==> src/rtl/iplpr_pkg.sv <==
`default_nettype none
// ----------------------------------------------------------------------------
// IPv4 route table package
// Shared types, constants and helper functions for the route table block.
// ----------------------------------------------------------------------------
package iplpr_pkg;

   localparam int ENTRIES   = 64;
   localparam int IDX_W     = $clog2(ENTRIES);
   localparam int CNT_W     = $clog2(ENTRIES + 1);
   localparam int IFACES    = 8;
   localparam int PLEN_W    = 6;
   localparam int MAX_PLEN  = 32;

   localparam logic [1:0] OP_ADD    = 2'd0;
   localparam logic [1:0] OP_DELETE = 2'd1;
   localparam logic [1:0] OP_LOOKUP = 2'd2;

   localparam logic [1:0] ST_OK        = 2'd0;
   localparam logic [1:0] ST_NOT_FOUND = 2'd1;
   localparam logic [1:0] ST_FULL      = 2'd2;

   typedef struct packed {
      logic [1:0]  operation;
      logic [31:0] dest_addr;
      logic [31:0] gateway_addr;
      logic [31:0] netmask;
      logic [2:0]  iface_id;
      logic [7:0]  route_flags;
   } req_type;

   typedef struct packed {
      logic [1:0]  status;
      logic [31:0] next_hop_gateway;
      logic [2:0]  out_iface;
      logic [7:0]  found_flags;
   } rsp_type;

   typedef struct packed {
      logic [7:0]  flags;
      logic [2:0]  iface;
      logic [PLEN_W-1:0] plen;
   } info_type;

   typedef enum logic [2:0] {
      S_IDLE,
      S_READ,
      S_CHECK,
      S_SHIFT_READ,
      S_SHIFT_WRITE,
      S_DONE
   } state_type;

   typedef struct packed {
      logic load;
      logic scan_rst;
      logic scan_step;
      logic shift_read;
      logic shift_step;
      logic do_add;
      logic dec_count;
      logic finish;
   } cmd_type;

   typedef struct packed {
      logic [1:0] op;
      logic       full;
      logic       scan_end;
      logic       del_hit;
      logic       shift_last;
   } sts_type;

   function automatic logic [PLEN_W-1:0] prefix_of(input logic [31:0] mask);
      logic [PLEN_W-1:0] r;
      r = '0;
      for (int i = 31; i >= 0; i--) begin
         if (mask[i]) r = PLEN_W'(MAX_PLEN - i);
      end
      return r;
   endfunction

   function automatic logic [31:0] mask_of(input logic [PLEN_W-1:0] len);
      logic [31:0] r;
      if (len == '0) r = '0;
      else if (len >= PLEN_W'(MAX_PLEN)) r = '1;
      else r = 32'hFFFF_FFFF << (PLEN_W'(MAX_PLEN) - len);
      return r;
   endfunction

endpackage
`default_nettype wire

==> src/rtl/iplpr_ctrl.sv <==
`default_nettype none
// ----------------------------------------------------------------------------
// Route table controller
// Sequences add, delete scan with compaction, and lookup scan.
// ----------------------------------------------------------------------------
module iplpr_ctrl (
   input  wire logic              clock,
   input  wire logic              reset,
   input  wire logic              start,
   input  wire iplpr_pkg::sts_type sts,
   output iplpr_pkg::cmd_type     cmd,
   output logic                   busy
);

   iplpr_pkg::state_type state_ff, state_in;

   always_ff @(posedge clock) begin
      if (reset) state_ff <= iplpr_pkg::S_IDLE;
      else state_ff <= state_in;
   end

   always_comb begin
      state_in = state_ff;
      cmd = '0;
      busy = 1'b1;
      case (state_ff)
         iplpr_pkg::S_IDLE: begin
            busy = 1'b0;
            if (start) begin
               cmd.load = 1'b1;
               cmd.scan_rst = 1'b1;
               state_in = iplpr_pkg::S_READ;
            end
         end
         iplpr_pkg::S_READ: begin
            case (sts.op)
               iplpr_pkg::OP_ADD: begin
                  cmd.do_add = !sts.full;
                  state_in = iplpr_pkg::S_DONE;
               end
               iplpr_pkg::OP_DELETE, iplpr_pkg::OP_LOOKUP: begin
                  if (sts.scan_end) state_in = iplpr_pkg::S_DONE;
                  else state_in = iplpr_pkg::S_CHECK;
               end
               default: state_in = iplpr_pkg::S_DONE;
            endcase
         end
         iplpr_pkg::S_CHECK: begin
            if (sts.op == iplpr_pkg::OP_DELETE && sts.del_hit) begin
               state_in = iplpr_pkg::S_SHIFT_READ;
            end else begin
               cmd.scan_step = 1'b1;
               state_in = iplpr_pkg::S_READ;
            end
         end
         iplpr_pkg::S_SHIFT_READ: begin
            if (sts.shift_last) begin
               cmd.dec_count = 1'b1;
               state_in = iplpr_pkg::S_DONE;
            end else begin
               cmd.shift_read = 1'b1;
               state_in = iplpr_pkg::S_SHIFT_WRITE;
            end
         end
         iplpr_pkg::S_SHIFT_WRITE: begin
            cmd.shift_step = 1'b1;
            state_in = iplpr_pkg::S_SHIFT_READ;
         end
         iplpr_pkg::S_DONE: begin
            cmd.finish = 1'b1;
            state_in = iplpr_pkg::S_IDLE;
         end
         default: state_in = iplpr_pkg::S_IDLE;
      endcase
   end

endmodule
`default_nettype wire

==> config.mk <==
export PLATFORM = sky130hd
export DESIGN_NAME = iplpr_ctrl
export DESIGN_NICKNAME = d
export VERILOG_FILES = /design/src/rtl/iplpr_pkg.sv /design/src/rtl/iplpr_ctrl.sv
export SDC_FILE = /design/constraint.sdc
export NUM_CORES = 1
export LEC_CHECK = 0
export BUFFER_PORTS_ARGS = -buffer_cell sky130_fd_sc_hd__buf_2
export CAP_MARGIN = 40
export CORE_AREA = 2 2 39 41
export CTS_CLUSTER_SIZE = 28
export DETAILED_ROUTE_END_ITERATION = 16
export DIE_AREA = 0 0 41 43
export PLACE_DENSITY_LB_ADDON = 0.12
export SLEW_MARGIN = 30
export SYNTH_ARGS = -nofsm -noshare
export SYNTH_HDL_FRONTEND = slang
export SYNTH_SLANG_ARGS = --single-unit
==> constraint.sdc <==
create_clock -name clock -period 2.9 [get_ports clock]
set_input_delay 0.435 -clock clock [delete_from_list [all_inputs] [get_ports clock]]
set_output_delay 0.435 -clock clock [all_outputs]
set_load 0.03 [all_outputs]
### Yosys cells after proc, flatten, opt, wreduce, memory -nomap -nowiden

Cells that the tools add are included.

* flip-flop bits (word level): 3
* input port bits: 9
* output and inout bits: 9
* logic and storage cells: 33

* equal/unequal tests: 8
* muxes and demuxes: 19
* reduce and logical (&&, ||, !) cells: 5

Operators with widths (count)
* case mux 3 bit (5 select lines): 1
* 2-to-1 mux 1 bit: 12
* 2-to-1 mux 3 bit: 3
* equality test 3 x 2 -> 1 bit (second input constant): 2
* equality test 3 bit (second input constant): 2
* 2-to-1 mux 2 bit: 3
* equality test 3 x 1 -> 1 bit (second input constant): 1
* zero test 3 bit: 1
* equality test 2 x 1 -> 1 bit (second input constant): 1
* equality test 2 bit (second input constant): 1
* zero test 2 bit: 1
* != test 2 bit (second input constant): 1
* OR reduction 2 bit: 1
* logical AND 1 bit: 1
* zero test 1 bit: 1

### Logic depth before layout (Yosys ltp)

Gate-level depths: netlist of run 1.

* word-level depth: 4
* mapped depth: 5
* depth with buffers taken out: 5

### Least setup slack after synthesis of run 1

OpenSTA, ideal clock, no wires.

* path type: input-to-output
* start: input sts[5] (netlist bit)
* end: output cmd[5] (netlist bit)
* stages: 4
* data required time: 2.465 ns
* data arrival time: 1.714 ns
* path buffers: 0
* slack: 0.751 ns
* path through: inv_1 > ha_1 > nand2_1 > nor4b_1

RTL lines
* from (decl): RTL line iplpr_ctrl.sv:10 `input wire iplpr_pkg::sts_type sts,`
* to (decl): RTL line iplpr_ctrl.sv:11 `output iplpr_pkg::cmd_type cmd,`

==> key figures, run 1 <==
Floorplan
  – Total core area: 1380 sq um
  – Die Area: 1760 sq um
  – Die outline width: 41 microns
  – Die H: 43 microns
  – Rows: 14
  – I/O pin cnt: 18
  – Starting Density: 21.6%

Synthesis
  – Top cell type's share of synthesized area: 20.1%
  – Mapped Cells: 37
  – Post-synth EDFFs: 0
  – Yosys top cell by area: dfxtp_1
  – Dominant synthesized flop cell: dfxtp_1
  – Yosys cell types: 22
  – Top-count cell post-synth: inv_1
  – Dominant cells by area after synthesis: dfxtp_1 20%, ha_1 8.4%, inv_1 7.5%
  – Async S/R FF share, synth: 0%
  – Syn. warnings: 0
  – Syn Nets: 48
  – Synth top cells by count: 6 x inv_1, 4 x nor3_1, 3 x buf_2, 3 x dfxtp_1
  – Yosys reg bits: 3
  – Synthesized cell area: 299 sq um
  – Avg Cell Area, Syn: 8.08 sq um
  – Sequential area share after synthesis: 20.1%

Global routing
  – GRT busiest layer: met2
  – Largest net degree at the start of global routing: 12
  – Met3 usage: 1.57%
  – Total grt overflow: 0
  – Vias in the first global route: 280
  – Total GRT Usage: 8.83%
  – Antenna violations before repair: 0
  – First-pass GRT wire length: 1060 microns
  – Met1 Use GR: 9.94%
  – Met2 Use GR: 14.1%

Detailed routing
  – Vias per cell: 4.54
  – Vias: 318
  – Antenna Nets Post-Route: 0
  – Starting DRT DRC Count: 5
  – WL per Instance: 9.40 microns
  – Final WL: 658 microns
  – Residual DRC: 0
  – Pre-antenna DRT Iters: 3

STA
  – Slew Limit Headroom: 75.2%
  – Worst slew pin tran: 0.371 ns
  – Hold Fails Final Rpt: 0
  – Setup violators final: 0
  – Final Max Slew Viols: 0
  – Final Cycle Share: 65.5%
  – Post-layout min period: 1.90 ns
  – Total negative setup slack: 0 ns
  – Achievable Freq: 526 MHz
  – Unrepaired setup endpoints after global routing: no
  – Clock skew: 0.0000547 ns

Worst setup path
  – CP Capture Type: output pin
  – CP max FO: 11
  – Crit path DAT: 1.47 ns
  – Worst setup path category: register to output pin
  – Startpoint Class: register
  – FF-to-FF setup slack: 1.79 ns
  – Worst EP required: 2.47 ns

Worst hold path
  – Hold WC Path Type: input port to register

Final layout
  – Post-layout util: 29.5%
  – Non-filler instance count after layout: 70
  – Synthesis-to-layout area growth: 36.4%
  – Final instance area: 408 sq um
  – Fillers: 160
  – Reg area: 60.1 sq um
  – Largest regs: state_ff: 3 flops
  – Max reg flops: 3
  – ANT cells: 0
  – Share of cells above drive strength 1: 46.3%
  – Nets: 66
  – Reg with most FFs: state_ff
  – Multi-input logic area: 194 sq um

CTS
  – Clock Latency Late Sink: 0.23 ns
  – Clk sinks: 3
  – PostCTS Resize Cnt: 0
  – Clk pin slew, worst setup/hold paths: 0.03 ns
  – Hold-fix buffers, CTS: 0
  – Clk root buf: clkbuf_4
  – CTS tree: done
  – Clock Path Buffers: 2
  – Total clock buffers created by CTS: 3
  – Post-CTS Setup Inserts: 0
  – H-tree Lvls: 1

Place
  – Port Buf Inserts: 17
  – Placed instance count: 66
  – Global placer's final weighted congestion: 0.604
  – DP HPWL: 528 microns
  – DP Area: 382 sq um

Power
  – P_leak: 0.212 nW
  – Reg power frac: 28.6%
  – Power per Cell Area: 531 nW/um^2
  – Combinational share of power: 38.3%
  – Int Pwr: 0.132 mW
  – Clock power frac: 33.1%
  – Sw Pwr: 0.0845 mW
  – Maximum VDD drop: 0.000181 V
  – Net Sw Frac: 39.0%

Outcome
  – Status: finished, final reports clean

Flow run
  – Max-cap violations: 0
final cells by class:
type,count,share of cell area (%)
Timing Repair Buffer,17,20.9
Sequential cell,3,14.7
Multi-Input combinational cell,24,47.5
Clock buffer,4,6.44
Tap cell,16,4.91
Inverter,6,5.52
routing by layer:
layer  up-vias  wire length (microns)
li1        163                      -
met1       148                    268
met2         7                    353
met3         0                     36
met4         0                      0
met5         -                      0
per-stage QoR:
step	power (mW)	setup slack, ns	hold WS, ns
after floorplan	0.128	0.751	0.502
after global placement	0.148	1.22	0.649
after detailed placement	0.147	1.21	0.651
after CTS	0.223	0.985	0.401
after global routing	0.231	0.895	0.425
final	0.216	0.999	0.408
final timing paths:
| check | start | endpoint | cells after the start |
|---|---|---|---|
| worst max-delay path | state_ff[0]$_SDFFE_PP0P_ | cmd[2] | 3 |
| worst min-delay path | reset | state_ff[2]$_SDFFE_PP0P_ | 2 |
| worst max register to register | state_ff[1]$_SDFFE_PP0P_ | state_ff[1]$_SDFFE_PP0P_ | 3 |
| worst min register to register | state_ff[0]$_SDFFE_PP0P_ | state_ff[1]$_SDFFE_PP0P_ | 2 |
power by group through the flow:
stage	logic (mW)	registers, mW	clock network (mW)
after floorplan	0.0796	0.0488	0
after global placement	0.0844	0.0634	0
after detailed placement	0.0840	0.0626	0
after CTS	0.0843	0.0619	0.0772
after global routing	0.0902	0.0636	0.0774
final	0.0829	0.0619	0.0716
critical path, stage by stage (launching register included):
cell and delay [ns]:
dfxtp_1 0.53, nand2b_1 0.20, nor4b_1 0.26, buf_2 0.24
cell usage in the layout (no fill, tap or decap), types with 2 or more instances in the layout:
cell / instances
buf_2: 17
inv_1: 6
nor3_1: 4
clkbuf_4: 3
dfxtp_1: 3
nor3b_1: 2
nor4b_1: 2
ha_1: 2
kinds of logic (layout without fill, tap and decap cells):
family          after synthesis  in the layout  share of synthesized area, %
simple gates                 16             16                          38.5
fa+ha+maj                     2              2                          8.37
buf+inv                      10             27                          15.1
flops                         3              3                          20.1
compound gates                6              6                          18.0
Power figures use the tool's default switching activity.
==> inputs of run 2 (changes only) <==
Settings changed: ABC_AREA from default to 1.
Clock period 2.9 ns to 1.73 ns, I/O delays scaled along.
==> key figures, run 2 <==
Synthesis
  – Mapped Cells: 46
  – Synth top cells by count: 12 x inv_1, 8 x nor2_1, 5 x nand2_1, 5 x nand3_1, 3 x dfxtp_1
  – Dominant synthesized flop cell: dfxtp_1
  – Top cell type's share of synthesized area: 21.8%
  – Dominant cells by area after synthesis: dfxtp_1 22%, inv_1 16%, nor2_1 11%
  – Yosys top cell by area: dfxtp_1
  – Avg Cell Area, Syn: 5.98 sq um
  – Syn. warnings: 0
  – Post-synth EDFFs: 0
  – Yosys cell types: 16
  – Async S/R FF share, synth: 0%
  – Top-count cell post-synth: inv_1
  – Synthesized cell area: 275 sq um
  – Yosys reg bits: 3
  – Syn Nets: 57
  – Sequential area share after synthesis: 21.8%

Place
  – Global placer's final weighted congestion: 0.691
  – DP HPWL: 566 microns
  – Port Buf Inserts: 17
  – Placed instance count: 78

Detailed routing
  – Starting DRT DRC Count: 6
  – WL per Instance: 7.94 microns
  – Vias per cell: 4.02
  – Vias: 330
  – Residual DRC: 0
  – Pre-antenna DRT Iters: 3
  – Antenna Nets Post-Route: 0
  – Final WL: 651 microns

Worst setup path
  – Critical path buffers and inverters: 2
  – CP max FO: 6
  – FF-to-FF setup slack: 0.75 ns
  – Worst path slowest cell: dfxtp_1
  – Startpoint Class: register
  – Critical-path cell list: inv_2 > nor2_4 > nand2_2 > nor3b_1 > buf_2
  – Worst setup path category: register to output pin
  – Crit path DAT: 1.26 ns
  – Worst EP required: 1.47 ns
  – CP Capture Type: output pin
  – Crit path largest cell delay: 0.41 ns
  – Top delay family on crit path: flip-flops

Power
  – Power per Cell Area: 853 nW/um^2
  – Maximum VDD drop: 0.000260 V
  – P_leak: 0.253 nW
  – Tot Pwr: 0.343 mW

Global routing
  – Met1 Use GR: 12.5%
  – Total GRT Usage: 9.62%
  – Antenna violations before repair: 0
  – Largest net degree at the start of global routing: 7
  – Met2 Use GR: 13.4%
  – GRT busiest layer: met2
  – Total grt overflow: 0
  – First-pass GRT wire length: 1190 microns
  – Met3 usage: 4.19%
  – Vias in the first global route: 330

STA
  – Achievable Freq: 657 MHz
  – Hold slack final: 0.210 ns
  – Hold Fails Final Rpt: 0
  – Final Cycle Share: 87.9%
  – Setup violators final: 0
  – Final Max Slew Viols: 0
  – Clock skew: 0.000809 ns
  – Total negative setup slack: 0 ns
  – Post-layout min period: 1.52 ns
  – Unrepaired setup endpoints after global routing: no
  – Worst slew pin tran: 0.244 ns
  – Slew Limit Headroom: 83.7%

Final layout
  – Max reg flops: 3
  – Non-filler instance count after layout: 82
  – Most common cell after layout, fill and taps aside: buf_2
  – Share of cells above drive strength 1: 36.4%
  – Highest-count cells in the layout ignoring fill and taps: 17 x buf_2, 12 x inv_1, 7 x nor2_1
  – Largest regs: state_ff: 3 flops
  – Nets: 78
  – Synthesis-to-layout area growth: 45.9%
  – Fillers: 168
  – ANT cells: 0
  – Reg with most FFs: state_ff

CTS
  – Hold-fix buffers, CTS: 0
  – CTS tree: done
  – H-tree Lvls: 1
  – Clk root buf: clkbuf_4
  – Clk pin slew, worst setup/hold paths: 0.04 ns
  – Clock Path Buffers: 2
  – Clk sinks: 3
  – PostCTS Resize Cnt: 0
  – Total clock buffers created by CTS: 3
  – Post-CTS Setup Inserts: 0
  – Clock Latency Late Sink: 0.23 ns

Floorplan
  – Total core area: 1380 sq um
  – Die H: 43 microns
  – Rows: 14
  – Starting Density: 19.9%
  – I/O pin cnt: 18
  – Die outline width: 41 microns
  – Die Area: 1760 sq um

Flow run
  – Max-cap violations: 0

Outcome
  – Status: finished, final reports clean

Worst hold path
  – Hold WC Path Type: input port to register
==> run 2: cell count changes after synthesis, sizes merged, moves of 2 or more <==
cell,change
nor3,-3
nor4b,-2
nand3,+5
nor2,+8
nand2,+5
inv,+7
buf,-3
==> run 2: final timing paths <==
| kind | from | end | cells past startpoint |
|---|---|---|---|
| worst min-delay path | reset | state_ff[2]$_SDFFE_PP0P_ | 2 |
| worst max-delay path | state_ff[0]$_SDFFE_PP0P_ | cmd[2] | 5 |
| worst max register to register | state_ff[2]$_SDFFE_PP0P_ | state_ff[0]$_SDFFE_PP0P_ | 5 |
| worst min register to register | state_ff[0]$_SDFFE_PP0P_ | state_ff[2]$_SDFFE_PP0P_ | 4 |
==> run 2: logic make-up after synthesis <==
family / after synthesis / synth area share, %
and+or+nand+nor: 25 / 44.1
adders and majority gates: 2 / 9.09
DFF: 3 / 21.8
buffers and inverters: 14 / 20.5
AOI/OAI and AO/OA: 2 / 4.54
==> run 2: where the power goes <==
part / switching (mW) / total [mW] / leakage (nW) / internal (mW)
clock network: 0.0341 / 0.120 / 0.0150 / 0.0863
logic: 0.0901 / 0.132 / 0.213 / 0.0420
registers: 0.0125 / 0.0900 / 0.0247 / 0.0775
==> run 2: per-stage QoR <==
| step | worst slack, ns | util [%] | instance area, sq um |
|---|---|---|---|
| floorplan | 0.0255 | - | 278 |
| global placement | 0.398 | 27.1 | 375 |
| detailed placement | 0.412 | 27.1 | 375 |
| CTS | 0.197 | 29.0 | 402 |
| global route | 0.0941 | 29.0 | 402 |
| finish | 0.209 | 29.0 | 402 |
==> run 2: area by class of cell <==
type | count | area [sq um] | share of cell area (%)
Multi-Input combinational cell | 29 | 161 | 40.2
Timing Repair Buffer | 17 | 85.1 | 21.2
Sequential cell | 3 | 60.1 | 15.0
Inverter | 13 | 48.8 | 12.1
Clock buffer | 4 | 26.3 | 6.54
Tap cell | 16 | 20.0 | 4.98
==> run 2: per-layer routing <==
| layer | part of all wire [%] | wire (microns) |
|---|---|---|
| met1 | 46 | 299 |
| met4 | 0 | 0 |
| met3 | 12 | 76 |
| met5 | 0 | 0 |
| met2 | 42 | 275 |
==> inputs of run 3 (changes only) <==
Settings changed: RECOVER_POWER from default to 100.
==> key figures, run 3 (same netlist as run 2, synthesis figures left out) <==
Global routing
  – Largest net degree at the start of global routing: 7
  – Total grt overflow: 0
  – Vias in the first global route: 330
  – First-pass GRT wire length: 1190 microns
  – Total GRT Usage: 9.62%
  – Antenna violations before repair: 0

STA
  – Final Max Slew Viols: 0
  – Setup violators final: 0
  – Final Cycle Share: 89.0%
  – Achievable Freq: 649 MHz
  – Hold slack final: 0.210 ns
  – Clock skew: 0.000809 ns
  – Unrepaired setup endpoints after global routing: no
  – Slew Limit Headroom: 75.2%
  – Total negative setup slack: 0 ns
  – Worst slew pin tran: 0.374 ns
  – Post-layout min period: 1.54 ns
  – Hold Fails Final Rpt: 0

Power
  – Power per Cell Area: 859 nW/um^2
  – Maximum VDD drop: 0.000258 V
  – P_leak: 0.234 nW

Worst setup path
  – Worst EP required: 1.47 ns
  – Crit path largest cell delay: 0.41 ns
  – CP Capture Type: output pin
  – Top delay family on crit path: flip-flops
  – Startpoint Class: register
  – Worst r2r path cells: 5
  – Crit path DAT: 1.28 ns
  – Worst path slowest cell: dfxtp_1
  – CP max FO: 6
  – Critical Path Stages: 5
  – Critical-path cell list: inv_2 > nor2_4 > nand2_2 > nor3b_1 > clkbuf_2
  – Critical path buffers and inverters: 2
  – Worst setup path category: register to output pin

Final layout
  – Highest-count cells in the layout ignoring fill and taps: 12 x inv_1, 7 x nor2_1, 7 x buf_2
  – Synthesis-to-layout area growth: 44.1%
  – Post-layout util: 28.7%
  – ANT cells: 0
  – Largest regs: state_ff: 3 flops
  – Share of cells above drive strength 1: 30.3%
  – Reg with most FFs: state_ff
  – Non-filler instance count after layout: 82
  – Fillers: 168
  – Max reg flops: 3
  – Most common cell after layout, fill and taps aside: inv_1
  – Nets: 78

CTS
  – Clock Latency Late Sink: 0.23 ns
  – Post-CTS Setup Inserts: 0
  – Clock Path Buffers: 2
  – Hold-fix buffers, CTS: 0
  – Clk pin slew, worst setup/hold paths: 0.04 ns
  – CTS tree: done
  – Total clock buffers created by CTS: 3
  – H-tree Lvls: 1
  – Clk sinks: 3
  – PostCTS Resize Cnt: 0
  – Clk root buf: clkbuf_4

Place
  – Placed instance count: 78
  – DP HPWL: 566 microns
  – Global placer's final weighted congestion: 0.691
  – Port Buf Inserts: 17

Outcome
  – Status: finished, final reports clean

Worst hold path
  – Hold WC Path Type: input port to register
  – Worst hold path depth: 2

Detailed routing
  – Final WL: 654 microns
  – Pre-antenna DRT Iters: 4
  – Residual DRC: 0
  – Starting DRT DRC Count: 7
  – Vias per cell: 4.04
  – WL per Instance: 7.98 microns
  – Vias: 331
  – Antenna Nets Post-Route: 0

Floorplan
  – Starting Density: 19.9%
  – Die H: 43 microns
  – I/O pin cnt: 18
  – Rows: 14
  – Die Area: 1760 sq um
  – Total core area: 1380 sq um
  – Die outline width: 41 microns

Flow run
  – Max-cap violations: 0
## run 3: area by class of cell
type                       count  area (sq um)  share of cell area, %
timing repair buffer          17          80.1                   20.2
sequential                     3          60.1                   15.1
multi-input combinational     29           161                   40.7
clock buffer                   4          26.3                   6.62
tap                           16          20.0                   5.05
inverter                      13          48.8                   12.3
## run 3: path summary, 6_finish.rpt
| check | slack (ns) | start | end |
|---|---|---|---|
| max | 0.19 | state_ff[0]$_SDFFE_PP0P_ | cmd[2] |
| min | 0.21 | reset | state_ff[2]$_SDFFE_PP0P_ |
| max reg2reg | 0.75 | state_ff[2]$_SDFFE_PP0P_ | state_ff[0]$_SDFFE_PP0P_ |
| min reg2reg | 0.64 | state_ff[0]$_SDFFE_PP0P_ | state_ff[2]$_SDFFE_PP0P_ |
## run 3: power breakdown
group | switching, mW | total [mW] | leakage, nW | internal [mW]
Sequential | 0.0125 | 0.0900 | 0.0247 | 0.0775
Combinational | 0.0908 | 0.130 | 0.195 | 0.0394
Clock | 0.0341 | 0.120 | 0.0150 | 0.0863
Total | 0.137 | 0.341 | 0.234 | 0.203
## run 3: per-layer routing
layer / routed length (microns) / track usage [%]
met1: 304 / 12.5
met2: 274 / 13.4
met3: 75 / 4.19
met4: 0 / 4.00
met5: 0 / 0
## run 3: metrics by stage
step	cell area (sq um)	worst slack [ns]	power (mW)
floorplan	278	0.0255	0.191
global placement	375	0.398	0.226
detailed placement	375	0.412	0.224
CTS	402	0.197	0.349
global route	397	0.0722	0.373
finish	397	0.190	0.341
